`src/rtl/core/crff_sqrt_cell.sv`:
```
`timescale 1ns / 1ps

module crff_sqrt_cell #(
    parameter int W  = 24,
    parameter int SW = 1
) (
    input  logic            i_clk,
    input  logic            i_rst_n,
    input  logic            i_en,
    input  logic            i_valid,
    input  logic [SW-1:0]   i_side,
    input  logic [W:0]      i_rem,
    input  logic [W-1:0]    i_root,
    input  logic [2*W-1:0]  i_rad,
    output logic            o_valid,
    output logic [SW-1:0]   o_side,
    output logic [W:0]      o_rem,
    output logic [W-1:0]    o_root,
    output logic [2*W-1:0]  o_rad
);

    logic [W+2:0]   w_pre;
    logic [W+2:0]   w_trial;
    logic [W+2:0]   w_diff;
    logic           w_ge;
    logic [W:0]     n_rem;
    logic [W-1:0]   n_root;
    logic [2*W-1:0] n_rad;

    logic           r_valid;
    logic [SW-1:0]  r_side;
    logic [W:0]     r_rem;
    logic [W-1:0]   r_root;
    logic [2*W-1:0] r_rad;

    always_comb begin
        w_pre   = {i_rem, i_rad[2*W-1 -: 2]};
        w_trial = {1'b0, i_root, 2'b01};
        w_diff  = w_pre - w_trial;
        w_ge    = (w_pre >= w_trial);
        n_rem   = w_ge ? w_diff[W:0] : w_pre[W:0];
        n_root  = {i_root[W-2:0], w_ge};
        n_rad   = {i_rad[2*W-3:0], 2'b00};
    end

    always_ff @(posedge i_clk) begin
        if (!i_rst_n) begin
            r_valid <= 1'b0;
        end else if (i_en) begin
            r_valid <= i_valid;
        end
    end

    always_ff @(posedge i_clk) begin
        if (i_en) begin
            r_side <= i_side;
            r_rem  <= n_rem;
            r_root <= n_root;
            r_rad  <= n_rad;
        end
    end

    assign o_valid = r_valid;
    assign o_side  = r_side;
    assign o_rem   = r_rem;
    assign o_root  = r_root;
    assign o_rad   = r_rad;

endmodule

```
`config.mk`:
```
export PLATFORM = sky130hd
export DESIGN_NAME = crff_sqrt_cell
export DESIGN_NICKNAME = d
export VERILOG_FILES = /design/src/rtl/core/crff_sqrt_cell.sv
export SDC_FILE = /design/constraint.sdc
export NUM_CORES = 1
export LEC_CHECK = 0
export ABC_AREA = 0
export BUFFER_PORTS_ARGS = -buffer_cell sky130_fd_sc_hd__buf_4
export CAP_MARGIN = 0
export CELL_PAD_IN_SITES_DETAIL_PLACEMENT = 0
export CELL_PAD_IN_SITES_GLOBAL_PLACEMENT = 1
export CORE_MARGIN = 5
export CORE_UTILIZATION = 30
export CTS_CLUSTER_SIZE = 30
export DETAILED_ROUTE_END_ITERATION = 7
export GPL_TIMING_DRIVEN = 1
export PLACE_DENSITY = 0.67
export SYNTH_ARGS = -nofsm -noshare
export SYNTH_HDL_FRONTEND = slang
export SYNTH_SLANG_ARGS = --single-unit
```
`constraint.sdc`:
```
create_clock -name i_clk -period 3.07 [get_ports i_clk]
set_input_delay 0.4605 -clock i_clk [delete_from_list [all_inputs] [get_ports i_clk]]
set_output_delay 0.4605 -clock i_clk [all_outputs]
set_load 0.05 [all_outputs]
```
# After elaboration in Yosys (flattened, before gate mapping)
# Index checks and enable logic that the tools add are counted.
# W data, S select, Z words.
dict set report totals {
  ff_bits 97
  in_bits 102
  output_inout_bits 99
  wordCells 8
}
dict set report op_classes {
  add_sub_neg 1
  magnitude_cmp 1
  mux 1
}
# operator count
set ops {}
lappend ops {{$ge A27 B26 Y1} 1}
lappend ops {{$mux W25} 1}
lappend ops {{$sub A25 B25 Y25} 1}

# Longest topological paths before layout
dict set report logic_depth {
  depth_word 2
  depth_mapped 11
  ltp_nobuf 9
}

# Least setup slack after synthesis
# OpenSTA, ideal clock, no wires.
dict set report synth_timing {
  path_type {input port to flip-flop}
  startpoint {input port i_root[1]}
  endpoint {register r_rem[10] (netlist: o_rem[10]) (data pin)}
  setup_ps 260
  arrival_ps 2627
  required_time_ps 2810
  slack_ps 183
  stages 10
  path_buffers 1
  path_cell_list {inv_1 ha_1 nor3_1 a211oi_2 a21oi_2 nor3_4 a311oi_4 o31ai_4 buf_6 mux2_4}
}
dict set report synth_between {
  elab_chain_len 2
  word_cells_on_any_way 3
  classes_between {1 x add/sub; 1 x order compare; 1 x mux}
}
# element line_no
set synth_lines {}
lappend synth_lines {{from (decl)} 13} ;# input logic [W-1:0] i_root,
lappend synth_lines {{$sub A25 B25 Y25 / $ge A27 B26 Y1 (equally long branches)} {39, 40}}
lappend synth_lines {{$mux W25 (*)} 41} ;# n_rem = w_ge ? w_diff[W:0] : w_pre[W:0];
lappend synth_lines {{net n_rem[10]} 26} ;# logic [W:0] n_rem;
lappend synth_lines {{to (signal assigned)} 57} ;# r_rem <= n_rem;
lappend synth_lines {{to (decl)} 32} ;# logic [W:0] r_rem;
# The timed path passes the listed nets; every way through them passes the cells marked *.
# A chain may end at the register's enable or synchronous reset.

# Worst setup path after layout
dict set report layout_timing {
  startpoint {input port i_root[1]}
  endpoint {register r_rem[21] (netlist: o_rem[21]) (data pin)}
}
# Same word-level chain as after synthesis.

==> summary.txt <==
Clocking
  – Root buffer cell: clkbuf_16
  – # H-tree levels: 3
  – Hold_buf cts: 0
  – CTS clk-pin slew, worst paths: 0.07 ns
  – Buffer count from post-CTS setup fixing: 0
  – Worst-Skew Late Latency: 0.34 ns
  – Max Buffers Root-to-Sink: 2
  – CTS buffer count: 9
  – CTS Sinks: 97
  – TritonCTS clock tree: yes
  – CTS resizes: 0

Finish
  – Area grow syn2layout: 44.0%
  – Layout cell share with drive strength beyond 1: 43.5%
  – Fillers: 1484
  – Commonest non-fill, non-tap cells in the layout: 210 x buf_4, 96 x edfxtp_1, 32 x inv_1, 26 x ha_1, 22 x a21oi_1
  – Sequential Area: 2900 µm²
  – Commonest non-fill, non-tap cell in the layout: buf_4
  – Post-route design area: 6930 µm²
  – Number of diodes: 0
  – Final-stage net count: 699
  – Area of the multi-input gates: 1720 µm²
  – Util after Layout: 43.8%

Yosys
  – Synth Warn #: 0
  – Area leader, netlist: edfxtp_1
  – Synth Area per Inst: 13.4 µm²
  – Synthesized area: 4810 µm²
  – EDFF count, synth: 96
  – Seq cells post-synth: 97
  – Async set-reset flop share out of synthesis: 0%
  – Seq/Total Area, Yosys: 60.3%
  – Yosys cell types: 56
  – Post-synth top area share: 59.9%
  – Top post-synthesis cells by area: edfxtp_1 60%, ha_1 6.8%, mux2_4 3.1%
  – Synth Instances: 358
  – Most used flip-flop cell after synthesis: edfxtp_1

GRT
  – Global Route met1 Usage: 16.2%
  – First-pass GRT wire length: 20200 µm
  – Vias in the first global route: 3639
  – M2 GR Usage: 25.0%
  – Largest net degree at the start of global routing: 43
  – Total grt overflow: 0
  – Overall routing resource usage: 14.4%
  – GRT busiest layer: met2
  – Initial antenna violation count: 0
  – GRT met3 Usage: 5.96%

Power
  – Static Leak: 0.00307 µW
  – Worst vdd ir: 0.000287 V
  – Pwr per Cell Area: 577 nW/µm²

Placed design
  – Cell Area, Placed: 6650 µm²
  – Buffers added on ports: 198
  – Dpl ws: 0.0775 ns
  – GPL Wtd Cong: 0.811
  – Hpwl dp: 11000 µm

STA
  – Fmax: 0.387 GHz
  – Hold Vio Cnt, Final: 0
  – Final setup fails: 0
  – Actual slew at the worst max-slew pin: 0.580 ns
  – Time the worst path needs with I/O delays and setup: 2.58 ns
  – Setup WS post-layout: 0.485 ns
  – Tcrit/Tclk final: 84.2%
  – Relative slew slack: 61.3%
  – Final Max Tran Viols: 0
  – Clk_skew: 0 ns
  – Setup TNS: 0 ns
  – RSZ-0062 raised after global routing: no

Detailed routing
  – Drt pass-1 iters: 4
  – Routed WL per cell: 17.5 µm
  – Final wirelength: 13900 µm
  – # DRC: 0
  – DRT iter0 DRCs: 149
  – Routed vias/inst: 4.60
  – Via count: 3635
  – Final ANT Viol Nets: 0

Job
  – Max-cap viol count: 0

Floorplanning
  – Effective utilization at floorplan: 30.4%
  – Num rows: 46
  – Core Region: 15800 µm²
  – Die H: 137 µm
  – Die footprint: 18700 µm²
  – I/O pins: 201
  – Chip width: 137 µm

Setup path
  – R2R Setup Slk: 2.47 ns
  – CP endpoint kind: flop
  – Crit-path max FO: 16
  – Crit path DAT: 2.67 ns
  – CP required: 3.16 ns
  – CP startpoint kind: input pin
  – Kind of critical path: in2reg

Worst hold path
  – HP Class: in2reg

Outcome
  – Status: finished, final reports clean
==> state kept, by name (all words and copies together), names as in the netlist <==
name and count:
o_rem 25, o_root 24, o_rad 46, o_side 1
o_valid 1
==> layer usage <==
metal,vias up,part of all wire (%)
met5,-,0
met4,0,1.1
met3,9,11
met2,146,50
met1,1715,38
li1,1765,-
==> synthesized netlist by cell type, types with 2 or more instances <==
| cell type | instances |
|---|---|
| a211o_1 | 3 |
| a211oi_1 | 4 |
| a21o_1 | 12 |
| a21oi_1 | 22 |
| a31oi_1 | 5 |
| and2_1 | 2 |
| and3_1 | 5 |
| and4_1 | 2 |
| buf_4 | 2 |
| buf_6 | 2 |
| clkbuf_1 | 6 |
| edfxtp_1 | 96 |
| ha_1 | 26 |
| inv_1 | 32 |
| mux2_1 | 5 |
| mux2_2 | 6 |
| mux2_4 | 10 |
| mux2i_1 | 4 |
| nand2_1 | 19 |
| nand3_1 | 6 |
| nand4_1 | 5 |
| nor2_1 | 14 |
| nor2b_1 | 2 |
| nor3_1 | 5 |
| nor4_1 | 2 |
| o211ai_1 | 3 |
| o21a_1 | 3 |
| o21ai_0 | 6 |
| o21ai_1 | 2 |
| o21bai_1 | 2 |
| or3_1 | 2 |
| xnor2_1 | 14 |
| xor2_1 | 6 |
==> per-stage QoR <==
stage          power [µW]  hold slack, ns  std cells
2_1_floorplan        2510           0.559        359
4_1_cts              4060           0.266        791
6_report             4000           0.283        791
3_3_place_gp         2960           0.503        776
3_5_place_dp         2970           0.523        776
5_1_grt              4190           0.257        791
==> cell families (layout without fill, tap and decap cells) <==
group | count (synthesis) | after routing | share of synthesized area (%)
flops | 97 | 97 | 60.3
compound gates | 76 | 76 | 11.3
simple gates | 69 | 69 | 7.41
buf+inv | 44 | 260 | 3.95
fa+ha+maj | 26 | 26 | 6.76
mux | 25 | 25 | 6.53
xor+xnor | 20 | 20 | 3.64
other cells | 1 | 2 | 0.0779
==> worst max-delay path: stages <==
cell and delay (ns):
buf_4 0.09, inv_1 0.03, ha_1 0.35, nor3_1 0.08
a211oi_2 0.29, a21oi_2 0.13, nor3_4 0.23, a311oi_4 0.13
o31ai_4 0.31, buf_12 0.21, mux2_1 0.35
==> where the power goes <==
group / internal [µW] / total (µW) / leakage, µW / switching, µW
Sequential: 1610 / 1650 / 0.000948 / 39.6
Combinational: 466 / 1270 / 0.00200 / 803
Clock: 558 / 1070 / 0.000128 / 517
Total: 2640 / 4000 / 0.00307 / 1360
==> path summary, 6_finish.rpt <==
path                   from   endpoint  cells after the start
setup / recovery  i_root[1]  o_rem[21]                     11
hold / removal    i_rad[32]  o_rad[34]                      1
setup reg to reg    o_valid    o_valid                      2
hold reg to reg     o_valid    o_valid                      2
==> area by class of cell <==
cell class,count,share of cell area (%)
Inverter,32,1.73
Timing Repair Buffer,213,23.6
Tap cell,216,3.90
Clock inverter,6,0.776
Clock buffer,9,3.25
Multi-Input combinational cell,218,24.9
Sequential cell,97,41.9
Power figures use the tool's default switching activity.
