$ cat config.mk
export PLATFORM = sky130hd
export DESIGN_NAME = crff_div_cell
export DESIGN_NICKNAME = d
export VERILOG_FILES = /design/src/rtl/core/crff_div_cell.sv
export SDC_FILE = /design/constraint.sdc
export NUM_CORES = 1
export LEC_CHECK = 0
export BUFFER_PORTS_ARGS = -buffer_cell sky130_fd_sc_hd__buf_2
export CORE_MARGIN = 2
export CORE_UTILIZATION = 45
export CTS_CLUSTER_SIZE = 40
export DETAILED_ROUTE_END_ITERATION = 16
export PLACE_DENSITY = 0.76
export REMOVE_ABC_BUFFERS = 1
export SLEW_MARGIN = 15
export SYNTH_ARGS = -nofsm -noshare
export SYNTH_HDL_FRONTEND = slang
export SYNTH_SLANG_ARGS = --single-unit
$ cat constraint.sdc
create_clock -name i_clk -period 2.7 [get_ports i_clk]
set_input_delay 0.27 -clock i_clk [delete_from_list [all_inputs] [get_ports i_clk]]
set_output_delay 0.27 -clock i_clk [all_outputs]
set_load 0.02 [all_outputs]
$ cat src/rtl/core/crff_div_cell.sv
`timescale 1ns / 1ps

module crff_div_cell #(
    parameter int DW    = 16,
    parameter int QW    = 16,
    parameter int LANES = 1,
    parameter int SW    = 1
) (
    input  logic                       i_clk,
    input  logic                       i_rst_n,
    input  logic                       i_en,
    input  logic                       i_valid,
    input  logic [SW-1:0]              i_side,
    input  logic [DW-1:0]              i_div,
    input  logic [LANES-1:0][DW-1:0]   i_rem,
    input  logic [LANES-1:0][QW-1:0]   i_num,
    input  logic [LANES-1:0][QW-1:0]   i_quot,
    output logic                       o_valid,
    output logic [SW-1:0]              o_side,
    output logic [DW-1:0]              o_div,
    output logic [LANES-1:0][DW-1:0]   o_rem,
    output logic [LANES-1:0][QW-1:0]   o_num,
    output logic [LANES-1:0][QW-1:0]   o_quot
);

    logic [LANES-1:0][DW:0]   w_sh;
    logic [LANES-1:0][DW:0]   w_diff;
    logic [LANES-1:0]         w_ge;
    logic [LANES-1:0][DW-1:0] n_rem;
    logic [LANES-1:0][QW-1:0] n_num;
    logic [LANES-1:0][QW-1:0] n_quot;

    logic                     r_valid;
    logic [SW-1:0]            r_side;
    logic [DW-1:0]            r_div;
    logic [LANES-1:0][DW-1:0] r_rem;
    logic [LANES-1:0][QW-1:0] r_num;
    logic [LANES-1:0][QW-1:0] r_quot;

    always_comb begin
        for (int l = 0; l < LANES; l++) begin
            w_sh[l]   = {i_rem[l], i_num[l][QW-1]};
            w_diff[l] = w_sh[l] - {1'b0, i_div};
            w_ge[l]   = (w_sh[l] >= {1'b0, i_div});
            n_rem[l]  = w_ge[l] ? w_diff[l][DW-1:0] : w_sh[l][DW-1:0];
            n_num[l]  = {i_num[l][QW-2:0], 1'b0};
            n_quot[l] = {i_quot[l][QW-2:0], w_ge[l]};
        end
    end

    always_ff @(posedge i_clk) begin
        if (!i_rst_n) begin
            r_valid <= 1'b0;
        end else if (i_en) begin
            r_valid <= i_valid;
        end
    end

    always_ff @(posedge i_clk) begin
        if (i_en) begin
            r_side <= i_side;
            r_div  <= i_div;
            r_rem  <= n_rem;
            r_num  <= n_num;
            r_quot <= n_quot;
        end
    end

    assign o_valid = r_valid;
    assign o_side  = r_side;
    assign o_div   = r_div;
    assign o_rem   = r_rem;
    assign o_num   = r_num;
    assign o_quot  = r_quot;

endmodule

# ---- Yosys cells after proc, flatten, opt, wreduce, memory -nomap -nowiden
# Index checks and enable logic that the tools add are counted.
dict set report op_classes {
  addsub 1
  magnitude_cmp 1
  mux 1
}
# cell count
set op_table {}
lappend op_table {{$ge A17 B16 Y1} 1}
lappend op_table {{$mux W16} 1}
lappend op_table {{$sub A16 B16 Y16} 1}
dict set report totals {
  reg_bits 65
  out_inout_bits 66
  wordCells 9
}

# ---- Logic depth before layout (Yosys ltp)
dict set report depth {
  depth_word 2
  depth_mapped 12
}

# ---- Worst setup path before layout
# Ideal clock, no wire load.
dict set report synth_timing {
  path_type {input -> register}
  from {input port i_div[12]}
  to {register r_rem (netlist bit o_rem[10]), data pin}
  setup_ns 0.260
  t_arrival_ns 2.240
  required_time_ns 2.440
  path_slack_ns 0.200
  stages 12
  path_buffers 4
  cell_sequence {inv_1 -> ha_1 -> buf_6 -> and2_4 -> buf_6 -> a221o_1 -> a21boi_4 -> and2_4 -> buf_8 -> inv_4 -> buf_12 -> mux2_4}
}
# element line
set synth_rtl {}
lappend synth_rtl {{start: declaration} 14} ;# input logic [DW-1:0] i_div,
lappend synth_rtl {{end signal: assignment} 63} ;# r_rem <= n_rem;
lappend synth_rtl {{end: declaration} 36} ;# logic [LANES-1:0][DW-1:0] r_rem;

==> reports/metrics.json <==
{
  "synth": {
    "synth_seq_cells": 65,
    "seq_area_frac_synth_pct": 61.44,
    "synth_enable_flop_cells": 64,
    "ys_warn_count": 0,
    "async_reset_ff_share_pct": 0,
    "synthDistinctLibCells": 49,
    "syn_area_sq_mm": 0.003161,
    "syn_avg_cell_area_sq_um": 14.24,
    "netlist_instances": 222,
    "synth-main-ff-cell": "sky130_fd_sc_hd__edfxtp_1"
  },
  "die": {
    "core_region_area_sq_mm": 0.006794,
    "num_rows": 30,
    "die_width_microns": 87.81,
    "dieArea_sq_mm": 0.007710,
    "effective_utilization_at_floorplan_pct": 46.52,
    "num_io_pins": 135,
    "die_h_microns": 87.81
  },
  "cts": {
    "ctsHoldBuffers": 0,
    "clockBufferDepth": 2,
    "clock_insertion_delay_worst_skew_ns": 0.34,
    "cts_made_buffers": 9,
    "cts-resized-gates": 0,
    "root_buffer": "sky130_fd_sc_hd__clkbuf_8",
    "number_of_h_tree_branching_levels": 3,
    "cts.sinks": 65,
    "postCtsSetupBuffers": 0,
    "clkSlewWorstSetupHoldPaths_ns": 0.07,
    "tritoncts_clock_tree": "done"
  },
  "grt": {
    "maximum_number_of_pins_on_one_net_before_global_route_repair": 42,
    "antenna_found_initial": 0,
    "first_pass_grt_wire_length_microns": 10140,
    "grt_pass1_vias": 2137,
    "grt_overflow_total": 0,
    "grtUsageTotal_pct": 17.79
  },
  "setup_path": {
    "critPathRequiredTime_ns": 2.79,
    "crit_arrival_ns": 2.34,
    "cp_max_fo": 11,
    "worstPathCellList": "buf_2 > inv_1 > ha_1 > a21oi_2 > o21ai_1 > a221o_1 > a21boi_4 > and2_4 > inv_4 > mux2_4",
    "cp-start-kind": "input pin",
    "cpMaxStageDelayCell": "sky130_fd_sc_hd__a221o_1",
    "end_kind": "register",
    "path_buf_inv": 3,
    "crit_path_max_incr_delay_ns": 0.42,
    "criticalPathCategory": "in2reg",
    "timing.critical_path.max_delay_family": "compound AO/OA/AOI/OAI gates"
  },
  "detailed_routing": {
    "remaining_drc_errors": 0,
    "dr.first_iter.drc_count": 139,
    "drt_first_pass_iters": 4,
    "total_vias_in_the_final_route": 2283,
    "wl_microns": 7043,
    "drt-vias-per-instance": 4.878,
    "avgRoutedWirePerCell_microns": 15.05,
    "route.antenna.remaining_nets": 0
  },
  "power": {
    "power.density_cell_area_mw_per_mm2": 661.3,
    "total_power_w": 0.002760,
    "irDropWorstVdd_mv": 0.2063,
    "leakagePower_nw": 1.920
  },
  "sta": {
    "period_minus_slack_ns": 2.249,
    "fin_tns_setup_ns": 0,
    "rsz0062_at_grt": "no",
    "maxSlewHeadroom_pct": 58.67,
    "endpoints_failing_hold": 0,
    "timing.final.setup_violations": 0,
    "final_worst_clock_skew_ns": 0,
    "slew_at_the_pin_closest_to_its_max_slew_limit_ns": 0.6199,
    "fmax_achieved_mhz": 444.6,
    "worst_slack_on_hold_paths_ns": 0.1036,
    "timing_max_transition_violations_final": 0,
    "finalCritPeriodShare_pct": 83.31
  },
  "placement": {
    "place.gp.congestion": 0.8586,
    "port_buffers": 132,
    "half_perimeter_wire_length_after_placement_microns": 5390,
    "placed_cell_area_sq_mm": 0.003945
  },
  "cells_and_area": {
    "num-nets-final": 453,
    "diodes": 0,
    "final_core_util_pct": 61.44,
    "drive_gt1_share_pct": 46.24,
    "layout-area-overhead-vs-synth_pct": 32.07,
    "layout.filler_cells": 550,
    "finalInstanceArea_sq_mm": 0.004174
  },
  "run_status": {
    "outcome": "finished, final reports clean"
  },
  "flow_run": {
    "max_cap_violations": 0
  },
  "worst_hold_path": {
    "worst_min_delay_path_class": "in2reg"
  }
}
cell usage after synthesis, drive strengths merged (3+ instances only):
library cell | number | share of area (%)
edfxtp | 64 | 61
inv | 20 | 2.5
ha | 16 | 6.3
nor2 | 12 | 1.4
o21ai | 10 | 1.6
mux2 | 9 | 4.2
nand3 | 7 | 1.1
o21a | 6 | 1.4
a21o | 5 | 1.2
buf | 5 | 2.1
nand2 | 5 | 0.59
o31ai | 5 | 1.2
xnor2 | 5 | 1.4
a21boi | 4 | 1.3
a21oi | 4 | 0.75
xor2 | 4 | 1.1
a211o | 3 | 0.83
a211oi | 3 | 0.71
and2 | 3 | 0.75
nor3 | 3 | 0.47
stage by stage:
stage	cells	worst slack, ns
after floorplan	216	0.3590
after global placement	452	0.1561
after detailed placement	452	0.1344
after CTS	468	0.4923
after global routing	468	0.3511
final	468	0.4507
worst register-to-register path: stages (launching register included):
cell and delay [ns]:
sky130_fd_sc_hd__dfxtp_1 0.31, sky130_fd_sc_hd__mux2i_1 0.12, sky130_fd_sc_hd__nor2b_1 0.06
registers in the layout (all words and copies together), names as in the netlist:
signal and count:
o_div 16, o_quot 16, o_rem 16, o_num 15, o_side 1, o_valid 1
final cells by class:
class	instances	area (sq um)	area share (%)
tap	96	120.1	2.878
clock buffer	10	137.6	3.297
sequential	65	1942	46.52
clock inverter	6	91.34	2.188
multi-input combinational	131	1072	25.69
inverter	20	77.57	1.859
timing repair buffer	140	733.2	17.57
worst paths after layout:
| kind | start | endpoint | slack [ns] | cells after the start |
|---|---|---|---|---|
| worst max-delay path | i_div[8] | o_rem[6] | 0.45 | 10 |
| worst min-delay path | i_quot[5] | o_quot[6] | 0.10 | 1 |
| worst max register to register | o_valid | o_valid | 2.11 | 2 |
| worst min register to register | o_valid | o_valid | 0.52 | 2 |
cells by family (layout without fill, tap and decap cells):
| family | after synthesis | count (layout) | synth area share [%] |
|---|---|---|---|
| AO/OA/AOI/OAI | 52 | 52 | 12.79 |
| XOR/XNOR | 9 | 9 | 2.494 |
| adder cells (fa/ha/maj) | 17 | 17 | 6.967 |
| buffers and inverters | 26 | 176 | 4.632 |
| flip-flops | 65 | 65 | 61.44 |
| multiplexers | 11 | 11 | 4.790 |
| other | 1 | 1 | 0.1187 |
| AND/OR/NAND/NOR | 41 | 41 | 6.769 |
power breakdown:
group / leakage, nW / switching, W / internal [W] / total (W)
Clock: 0.105 / 0.000375 / 0.000546 / 0.000921
Combinational: 1.18 / 0.000345 / 0.000246 / 0.000591
Sequential: 0.635 / 0.0000227 / 0.00123 / 0.00125
routing by layer:
metal  GRT usage (%)  up-vias  part of all wire [%]  wire (microns)
met4           7.832        0                  0.92              65
li1                -     1134                     -               -
met2           31.61       97                    50            3510
met3           5.372        5                   9.5             672
met5               0        -                     0               0
met1           19.58     1047                    40            2794
cells in the final DEF, fill, tap and decap left out, types with 2 or more instances in the layout:
| master | count |
|---|---|
| sky130_fd_sc_hd__o21a_1 | 6 |
| sky130_fd_sc_hd__clkinvlp_4 | 3 |
| sky130_fd_sc_hd__and2_4 | 2 |
| sky130_fd_sc_hd__xor2_1 | 4 |
| sky130_fd_sc_hd__nand2b_1 | 2 |
| sky130_fd_sc_hd__o21ai_0 | 9 |
| sky130_fd_sc_hd__buf_4 | 7 |
| sky130_fd_sc_hd__xnor2_1 | 5 |
| sky130_fd_sc_hd__mux2_4 | 8 |
| sky130_fd_sc_hd__o211a_1 | 2 |
| sky130_fd_sc_hd__ha_1 | 16 |
| sky130_fd_sc_hd__a211oi_1 | 3 |
| sky130_fd_sc_hd__a21oi_1 | 3 |
| sky130_fd_sc_hd__and3_1 | 2 |
| sky130_fd_sc_hd__nor2_1 | 12 |
| sky130_fd_sc_hd__nand3_1 | 7 |
| sky130_fd_sc_hd__nand2_1 | 5 |
| sky130_fd_sc_hd__a31oi_1 | 2 |
| sky130_fd_sc_hd__bufinv_16 | 2 |
| sky130_fd_sc_hd__nor3_1 | 3 |
| sky130_fd_sc_hd__mux2i_1 | 2 |
| sky130_fd_sc_hd__o211ai_1 | 2 |
| sky130_fd_sc_hd__clkbuf_8 | 10 |
| sky130_fd_sc_hd__and3b_1 | 2 |
| sky130_fd_sc_hd__o31ai_1 | 5 |
| sky130_fd_sc_hd__a211o_1 | 3 |
| sky130_fd_sc_hd__a21boi_0 | 3 |
| sky130_fd_sc_hd__inv_1 | 19 |
| sky130_fd_sc_hd__nor2b_1 | 2 |
| sky130_fd_sc_hd__a21o_1 | 5 |
| sky130_fd_sc_hd__edfxtp_1 | 64 |
| sky130_fd_sc_hd__buf_2 | 132 |
| sky130_fd_sc_hd__nand4_1 | 2 |
Power figures use the tool's default switching activity.
