## config.mk

```make
export PLATFORM = sky130hd
export DESIGN_NAME = crff_cordic_cell
export DESIGN_NICKNAME = d
export VERILOG_FILES = /design/src/rtl/core/crff_pkg.sv /design/src/rtl/core/crff_cordic_cell.sv
export SDC_FILE = /design/constraint.sdc
export NUM_CORES = 1
export LEC_CHECK = 0
export ABC_AREA = 1
export BUFFER_PORTS_ARGS = -buffer_cell sky130_fd_sc_hd__buf_2
export CORE_MARGIN = 4
export CORE_UTILIZATION = 37
export DETAILED_ROUTE_END_ITERATION = 16
export PLACE_DENSITY = 0.61
export SETUP_SLACK_MARGIN = 0.05
export SLEW_MARGIN = 40
export SYNTH_ARGS = -nofsm -noshare
export SYNTH_HDL_FRONTEND = slang
export SYNTH_SLANG_ARGS = --single-unit
```

## constraint.sdc

```tcl
create_clock -name i_clk -period 3.6 [get_ports i_clk]
set_input_delay 0.72 -clock i_clk [delete_from_list [all_inputs] [get_ports i_clk]]
set_output_delay 0.72 -clock i_clk [all_outputs]
set_load 0.005 [all_outputs]
```

## src/rtl/core/crff_pkg.sv

```systemverilog
`timescale 1ns / 1ps

package crff_pkg;

    localparam int CRFF_CORDIC_STAGES = 16;

    localparam int CX_W = 34;
    localparam int Z_W  = 33;

    localparam logic [30:0] HALF_PI_Q30     = 31'd1686629713;
    localparam logic [30:0] ONE_Q30         = 31'd1073741824;
    localparam logic [30:0] CORDIC_GAIN_Q30 = 31'd652032874;
    localparam logic [14:0] FULL_Q14        = 15'd16384;

    localparam logic [1:0] ZONE_OUT    = 2'd0;
    localparam logic [1:0] ZONE_CORE   = 2'd1;
    localparam logic [1:0] ZONE_MARGIN = 2'd2;

    localparam logic [1:0] CFG_CRITICAL_RADIUS = 2'd0;
    localparam logic [1:0] CFG_MARGIN_DISTANCE = 2'd1;
    localparam logic [1:0] CFG_STOP_DISTANCE   = 2'd2;

    localparam logic [15:0] RST_CRITICAL_RADIUS = 16'd256;
    localparam logic [15:0] RST_MARGIN_DISTANCE = 16'd256;
    localparam logic [15:0] RST_STOP_DISTANCE   = 16'd128;

    function automatic logic [29:0] atan_q30(input int idx);
        logic [29:0] v;
        case (idx)
            0:       v = 30'd843314857;
            1:       v = 30'd497837829;
            2:       v = 30'd263043837;
            3:       v = 30'd133525159;
            4:       v = 30'd67021687;
            5:       v = 30'd33543516;
            6:       v = 30'd16775851;
            7:       v = 30'd8388437;
            8:       v = 30'd4194283;
            9:       v = 30'd2097149;
            10:      v = 30'd1048576;
            11:      v = 30'd524288;
            12:      v = 30'd262144;
            13:      v = 30'd131072;
            14:      v = 30'd65536;
            15:      v = 30'd32768;
            16:      v = 30'd16384;
            17:      v = 30'd8192;
            18:      v = 30'd4096;
            19:      v = 30'd2048;
            20:      v = 30'd1024;
            21:      v = 30'd512;
            22:      v = 30'd256;
            23:      v = 30'd128;
            default: v = 30'd0;
        endcase
        return v;
    endfunction

endpackage

```

## src/rtl/core/crff_cordic_cell.sv

```systemverilog
`timescale 1ns / 1ps

module crff_cordic_cell import crff_pkg::*; #(
    parameter int STAGE = 0,
    parameter int SW    = 1
) (
    input  logic                   i_clk,
    input  logic                   i_rst_n,
    input  logic                   i_en,
    input  logic                   i_valid,
    input  logic [SW-1:0]          i_side,
    input  logic signed [CX_W-1:0] i_cx,
    input  logic signed [CX_W-1:0] i_cy,
    input  logic signed [Z_W-1:0]  i_z,
    output logic                   o_valid,
    output logic [SW-1:0]          o_side,
    output logic signed [CX_W-1:0] o_cx,
    output logic signed [CX_W-1:0] o_cy,
    output logic signed [Z_W-1:0]  o_z
);

    localparam logic signed [Z_W-1:0] ATAN = Z_W'(atan_q30(STAGE));

    logic signed [CX_W-1:0] w_sx;
    logic signed [CX_W-1:0] w_sy;
    logic signed [CX_W-1:0] n_cx;
    logic signed [CX_W-1:0] n_cy;
    logic signed [Z_W-1:0]  n_z;

    logic                   r_valid;
    logic [SW-1:0]          r_side;
    logic signed [CX_W-1:0] r_cx;
    logic signed [CX_W-1:0] r_cy;
    logic signed [Z_W-1:0]  r_z;

    always_comb begin
        w_sx = i_cx >>> STAGE;
        w_sy = i_cy >>> STAGE;
        if (!i_z[Z_W-1]) begin
            n_cx = i_cx - w_sy;
            n_cy = i_cy + w_sx;
            n_z  = i_z - ATAN;
        end else begin
            n_cx = i_cx + w_sy;
            n_cy = i_cy - w_sx;
            n_z  = i_z + ATAN;
        end
    end

    always_ff @(posedge i_clk) begin
        if (!i_rst_n) begin
            r_valid <= 1'b0;
        end else if (i_en) begin
            r_valid <= i_valid;
        end
    end

    always_ff @(posedge i_clk) begin
        if (i_en) begin
            r_side <= i_side;
            r_cx   <= n_cx;
            r_cy   <= n_cy;
            r_z    <= n_z;
        end
    end

    assign o_valid = r_valid;
    assign o_side  = r_side;
    assign o_cx    = r_cx;
    assign o_cy    = r_cy;
    assign o_z     = r_z;

endmodule

```

### After elaboration in Yosys (flattened, before gate mapping)

Index checks and enable logic that the tools add are counted.

* $add $sub $neg: 5
* multipliers: 0
* divide/modulo/power cells: 0
* order comparisons: 0
* equality and inequality tests: 0
* shift operators: 0
* muxes and demuxes: 3
* bitwise operators: 0
* reduce and logical (&&, ||, !) cells: 0

Operator list (count)
* 2-to-1 mux 34 bit: 2
* subtractor 34 bit: 2
* adder 34 bit: 1
* adder 33 x 31 -> 33 bit, second input constant: 1
* 2-to-1 mux 33 bit: 1
* subtractor 33 x 31 -> 33 bit, second input constant: 1

* register bits after elaboration: 103
* bits in latches: 0
* RAM bits: 0
* ROM bits: 0
* logic and storage cells: 13
* memories kept: 0

### Logic depth before layout (Yosys ltp)

Gate-level depths: netlist (run 1).

* word-level depth: 2
* mapped depth: 17
* depth with buffers taken out: 16

### Worst setup path before layout (run 1)

Ideal clock, no wire load.

* path type: in2reg
* start: in i_z[32]
* end: reg r_z[21] (netlist: o_z[21]) (data pin)
* library setup time: 0.252 ns
* arrival time: 2.602 ns
* data required time: 3.348 ns
* slack: 0.745 ns
* cell stages on the path: 14
* cell sequence: clkbuf_1 inv_2 buf_2 ha_1 a21oi_1 nand2_1 nand2_1 nand2_1 a21oi_1 o21ai_0 nand2_1 nand2_1 nand2_1 nand2_1

* cells in the longest elaborated chain, start to end: 1

Ends and longest elaborated chain
* from (decl): RTL line crff_cordic_cell.sv:14 `input logic signed [Z_W-1:0] i_z,`
* 2-to-1 mux 33 bit: RTL line crff_cordic_cell.sv:39 `if (!i_z[Z_W-1]) begin`
* named net n_z[21]: RTL line crff_cordic_cell.sv:28 `logic signed [Z_W-1:0] n_z;`
* to (signal assigned): RTL line crff_cordic_cell.sv:63 `r_z <= n_z;`
* to (decl): RTL line crff_cordic_cell.sv:34 `logic signed [Z_W-1:0] r_z;`

The timed path passes the listed nets, and every way through them passes these cells.
A chain may end at the register's enable or synchronous reset.

### Final worst setup path (run 1)

* start: in i_cx[3]
* end: reg r_cx[32] (netlist: o_cx[32]) (data pin)

* cells in the longest elaborated chain, start to end: 2
* elaborated cells on any way between the ends: 3

Ends and longest elaborated chain
* from (decl): RTL line crff_cordic_cell.sv:12 `input logic signed [CX_W-1:0] i_cx,`
* subtractor 34 bit / adder 34 bit (equally long branches): RTL line crff_cordic_cell.sv:40, crff_cordic_cell.sv:44
* 2-to-1 mux 34 bit (*): RTL line crff_cordic_cell.sv:39
* named net n_cx[32]: RTL line crff_cordic_cell.sv:26 `logic signed [CX_W-1:0] n_cx;`
* to (signal assigned): RTL line crff_cordic_cell.sv:61 `r_cx <= n_cx;`
* to (decl): RTL line crff_cordic_cell.sv:32 `logic signed [CX_W-1:0] r_cx;`

Mark *: on every way through the listed nets, which the timed path passes. The rest lies on a longest branch.

==> results of run 1 <==
## per-stage QoR
step | worst slack, ps | area (um2) | power (W)
floorplan | 745.2 | 12350 | 0.002844
global placement | 444.2 | 13770 | 0.003561
detailed placement | 455.9 | 13770 | 0.003568
CTS | 834.7 | 14090 | 0.004682
global route | 495.1 | 14090 | 0.004995
finish | 695.7 | 14090 | 0.004685
## layout make-up
class | instances | area, um2
Fill cell | 3531 | 18610
Tap cell | 442 | 553.0
Clock buffer | 10 | 239.0
Timing Repair Buffer | 224 | 1176
Clock inverter | 6 | 78.83
Inverter | 289 | 1085
Multi-Input combinational cell | 1469 | 7908
Sequential cell | 102 | 3053
## critical path, stage by stage
cell,delay (ps)
buf_2,130
inv_1,50
ha_1,460
a21oi_1,480
o21ai_1,310
nand2_1,160
nand2_1,90
nand2_1,110
nand2_1,160
nand2_1,120
nand3_1,90
nand3_1,90
nand2_1,70
## layer usage
layer,share of wire (%),track usage [%],vias up
met1,44,31.79,6008
met3,7.4,2.270,84
met4,3.1,6.989,0
met5,0,0,-
met2,45,39.90,582
li1,-,-,6603
## cells by family after synthesis
family | after synthesis | synth area share (%)
flops | 102 | 24.72
mux | 1 | 0.08104
buf+inv | 334 | 11.26
fa+ha+maj | 135 | 13.92
simple gates | 967 | 32.85
xor+xnor | 44 | 3.120
compound gates | 322 | 14.05
## path summary, 6_finish.rpt
path	cells after the start	to	slack (ps)
hold reg to reg	2	o_valid$_SDFFE_PN0P_	570
hold / removal	1	o_side$_DFFE_PP_	530
setup reg to reg	2	o_valid$_SDFFE_PN0P_	2950
setup / recovery	13	o_cx[32]$_DFFE_PP_	700
## power by group
part / leakage, nW / internal, W / switching, W
clock: 0.157 / 0.000574 / 0.000533
combinational: 6.07 / 0.000674 / 0.00132
sequential: 0.995 / 0.00153 / 0.0000491
## placed cells by master (no fill, tap or decap), drive strengths merged, types with 2 or more instances in the layout
master / n
nand3: 183
nand4: 19
o21ai: 113
or2: 4
nand2: 559
clkinv: 3
o21a: 10
clkbuf: 10
inv: 291
nor3: 24
a21oi: 158
nor2: 167
xor2: 37
o22ai: 7
xnor2: 7
buf: 224
o211ai: 3
fa: 4
nor4: 5
ha: 131
nand3b: 4
edfxtp: 101
a31oi: 2
a21o: 7
o21bai: 19
## flip-flops by register name, indices dropped and copies added, names as in the netlist
signal   cells
o_z         33
o_side       1
o_cx        34
o_cy        33
o_valid      1
==> impl_metrics.csv, run 1 <==
group,metric,value,unit
outcome,status,"finished clean",
synth,synth_edf_count,101,
routing,routed_wl,44.07,mm
synth,syn_nets,2146,
synth,synth_cell_types,43,
clock_network,cts-resized-gates,0,
clock_network,cts.htree.levels,3,
sta,maxSlewHeadroom,44.58,%
sta,min_period_over_period,80.68,%
clock_network,cts_setup_buffers,0,
sta,setup_tns,0,ps
synth,yosys-top-cells-count,"544 x nand2_1, 283 x inv_1, 181 x nand3_1",
synth,ys_seq_elements,102,
floorplanning,core-area,0.03270,mm2
layout,diodes,0,
synth,synth_area_leaders,"edfxtp_1 25%, nand2_1 17%, ha_1 13%",
routing,detail-route-antenna-nets,0,
floorplanning,ios,209,
flow_run,cap_violations,0,
clock_network,clockBufferDepth,2,
routing,vias,13280,
sta,rsz0062_at_grt,"no",
setup_path,crit_arrival,3030,ps
setup_path,cp-start-kind,"primary input",
sta,skew,0,ps
power,leakage,7.224,nW
clock_network,numCtsBuffers,9,
synth,syn_inst,1905,
synth,syn_avg_cell_area,6.484,um2
placed_design,post-place-cells,2526,
clock_network,clk_pin_slew,80,ps
worst_hold_path,hp-class,"in -> reg",
placed_design,routabilityCongestion,0.9848,
placed_design,dp_hpwl,36.87,mm
floorplanning,dieArea,0.03637,mm2
floorplanning,fp.dieH,190.7,um
routing,drc,0,
grt,grt_pass1_vias,12860,
routing,dr.pass1.iters,6,
worst_hold_path,worstHoldStart,"i_side",
sta,setup_viol,0,
synth,synth_flop_cell,"edfxtp_1",
routing,viasPerCell,5.223,
grt,grt_pass1_wl,67.65,mm
clock_network,cts_tree,"built",
setup_path,crit_path_start,"i_cx[3]",
synth,synth_warnings,0,
synth,syn_area,0.01235,mm2
sta,whs,534.0,ps
clock_network,cts.sinks,102,
synth,yosys.area.top_type,"edfxtp_1",
floorplanning,die_x,190.7,um
layout,drive_gt1_share,13.24,%
floorplanning,initial_utilization,37.77,%
synth,ys_async_sr_fraction,0,%
sta,max_freq,0.3443,GHz
synth,synth_top_area_share,24.55,%
grt,grt.overflow.total,0,
clock_network,hold_buffers,0,
setup_path,critPathMaxFanout,11,
grt,grt_max_degree,73,
routing,routedWlPerCell,17.34,um
clock_network,worstSkewPairLatency,360,ps
sta,drv_slew,0,
power,p_per_area,332.4,mW/mm2
sta,finalHoldViolations,0,
sta,worst_slew_pin_slew,831.3,ps
layout,stdcell_count,2542,
setup_path,r2r-start,"o_valid$_SDFFE_PN0P_",
sta,period_minus_slack,2904,ps
layout,syn_to_final_growth,14.09,%
synth,synth.most_common_cell,"nand2_1",
placed_design,port_buffers,208,
routing,first_iter_violations,1052,
layout,final_core_util,43.09,%
setup_path,critPathRequiredTime,3730,ps
setup_path,crit_path_end_kind,"register",
clock_network,clockRootBuffer,"clkbuf_16",
layout,nNetsFinal,2336,
floorplanning,rows,66,
power,ir_drop,0.2393,mV
grt,track_usage,23.50,%
setup_path,critPathKind,"in -> reg",
grt,antenna_found_initial,0,
synth,synth-seq-area-share,24.72,%
Power figures use the tool's default switching activity.
==> run 2, diff against run 1 <==
PLACE_DENSITY = 0.64   (was 0.61)
clock period = 2.4 ns   (was 3.6 ns; I/O delays follow)
==> run 2 against run 1 <==
Net effect:
- die area unchanged
- cell area is 18% higher
- power grew 64%
- clock-buffer cell count down 1
- core utilization increased by 7.8 points
- final cell count is 13% higher
- global-route usage up 1.5 points
- clock power is 45% higher
- critical path type unchanged
- largest cell class unchanged
==> impl_metrics.csv, run 2 (synthesis gave the netlist of run 1 again) <==
group,metric,value,unit
sta,drv_slew,0,
sta,worst_slew_pin_slew,779.8,ps
clock_network,cts_tree,"built",
grt,antenna_found_initial,0,
sta,max_freq,0.4479,GHz
sta,finalHoldViolations,0,
grt,track_usage,24.97,%
flow_run,cap_violations,0,
layout,nNetsFinal,2661,
floorplanning,rows,66,
clock_network,cts_setup_buffers,0,
placed_design,post-place-cells,2851,
clock_network,clk_pin_slew,90,ps
placed_design,dp_hpwl,38.98,mm
grt,grt_pass1_wl,71.86,mm
routing,dr.pass1.iters,6,
clock_network,cts.htree.levels,3,
floorplanning,core-area,0.03270,mm2
layout,stdcell_count,2866,
routing,first_iter_violations,1115,
routing,detail-route-antenna-nets,0,
setup_path,path_cells,"buf_2 -> ha_1 -> fa_2 -> nand2_1 -> nand3_1 -> and2_1 -> nand2_1 -> nand3_2 -> nand2_1 -> nand4_1 -> nand3_1 -> nand2_1",
clock_network,clockRootBuffer,"clkbuf_16",
setup_path,critPathKind,"in -> reg",
sta,setup_ws,167.4,ps
layout,largest_register_ffs,34,
power,power.share.combinational,47.9,%
floorplanning,die_x,190.7,um
layout,syn_to_final_growth,34.61,%
floorplanning,initial_utilization,37.77,%
sta,rsz0062_at_grt,"yes",
layout,drive_gt1_share,26.11,%
setup_path,crit_path_start,"i_cx[0]",
setup_path,critPathRequiredTime,2550,ps
sta,skew,0,ps
routing,vias,14440,
routing,routed_wl,45.99,mm
power,p_per_area,460.8,mW/mm2
placed_design,dp_slack,-331.6,ps
grt,grt_pass1_vias,14170,
floorplanning,ios,209,
clock_network,worstSkewPairLatency,380,ps
placed_design,port_buffers,208,
placed_design,routabilityCongestion,1.014,
worst_hold_path,hp-class,"in -> reg",
worst_hold_path,worstHoldStart,"i_side",
sta,setup_viol,0,
sta,min_period_over_period,93.02,%
routing,drc,0,
power,leakage,8.758,nW
setup_path,r2r-start,"o_valid$_SDFFE_PN0P_",
clock_network,clockBufferDepth,2,
setup_path,crit_arrival,2380,ps
grt,grt.overflow.total,0,
setup_path,crit_buf_inv,1,
power,seqPwrFrac,31.0,%
floorplanning,fp.dieH,190.7,um
power,ir_drop,0.3784,mV
routing,viasPerCell,5.037,
setup_path,crit_path_end_kind,"register",
floorplanning,dieArea,0.03637,mm2
setup_path,critPathMaxFanout,3,
clock_network,cts.sinks,102,
layout,layout_commonest_cell,"nand2_1",
power,clock_power_share,21.0,%
power,sw_frac_of_total,38.91,%
power,p_int,0.004681,W
setup_path,crit_slowest_cell,"fa_2",
layout,layout_common_cells,"543 x nand2_1, 339 x buf_4, 281 x inv_1, 207 x buf_2, 180 x nand3_1",
layout,diodes,0,
sta,maxSlewHeadroom,48.02,%
setup_path,path_delay_family,"simple AND/OR/NAND/NOR gates",
clock_network,numCtsBuffers,9,
setup_path,path_common_cell,"nand2_1",
setup_path,cp-start-kind,"primary input",
grt,grt_max_degree,68,
sta,period_minus_slack,2233,ps
outcome,status,"finished clean",
power,power.switching,0.002981,W
routing,routedWlPerCell,16.05,um
setup_path,cpPeakStageDelay,380,ps
[run 2: changes by cell type in the layout (fill, tap and decap cells not counted), sizes merged]
| cell | before | now |
|---|---|---|
| buf | 224 | 549 |
| clkinvlp | 0 | 3 |
| clkinv | 3 | 0 |
| clkbuf | 10 | 9 |
[run 2: layout make-up]
cell class / instances / area, um2
well taps: 442 / 553.0
fillers: 3389 / 16070
multi-input cells: 1469 / 7998
inverters: 289 / 1087
flip-flops and latches: 102 / 3053
clock inverters: 6 / 70.07
repair buffers: 549 / 3641
clock buffers: 9 / 225.2
[run 2: worst reg2reg max path, cell delays in order (launching register included)]
cell     delay, ps
dfxtp_1        310
o21ai_0        160
a21oi_1         60
[run 2: stage by stage]
stage               hold slack (ps)  utilization, %  power [W]  TNS [ps]  area, um2
CTS                           254.3           50.59   0.007649         0      16540
floorplan                     524.8               -   0.004270         0      12370
global route                  255.6           50.85   0.008214         0      16630
finish                        269.4           50.85   0.007662         0      16630
detailed placement            528.7           49.68   0.006016    -11220      16250
global placement              517.5           49.68   0.005970     -9122      16250
[run 2: worst paths after layout]
path	end	slack, ps	depth (start not counted)
hold reg to reg	o_valid$_SDFFE_PN0P_	550	2
hold / removal	o_side$_DFFE_PP_	270	1
setup / recovery	o_cx[28]$_DFFE_PP_	170	12
setup reg to reg	o_valid$_SDFFE_PN0P_	1760	2
[run 2: what timing repair did]
action                     CTS  global route
hold buffers                 0             0
gates resized for setup      0            34
setup endpoints to repair    0            38
hold endpoints to repair     0             0
[run 2: metal layers]
layer  part of all wire [%]  GRT usage, %
met5                      0             0
met1                     44         32.91
met4                    3.8         9.779
met2                     45         41.59
met3                    7.7         3.295
[run 2: power groups by stage]
stage	combinational [W]	sequential, W	clock, W
4_1_cts	0.00362	0.00238	0.00165
3_5_place_dp	0.00360	0.00242	0
5_1_grt	0.00407	0.00240	0.00175
3_3_place_gp	0.00355	0.00242	0
6_report	0.00367	0.00238	0.00161
2_1_floorplan	0.00183	0.00244	0
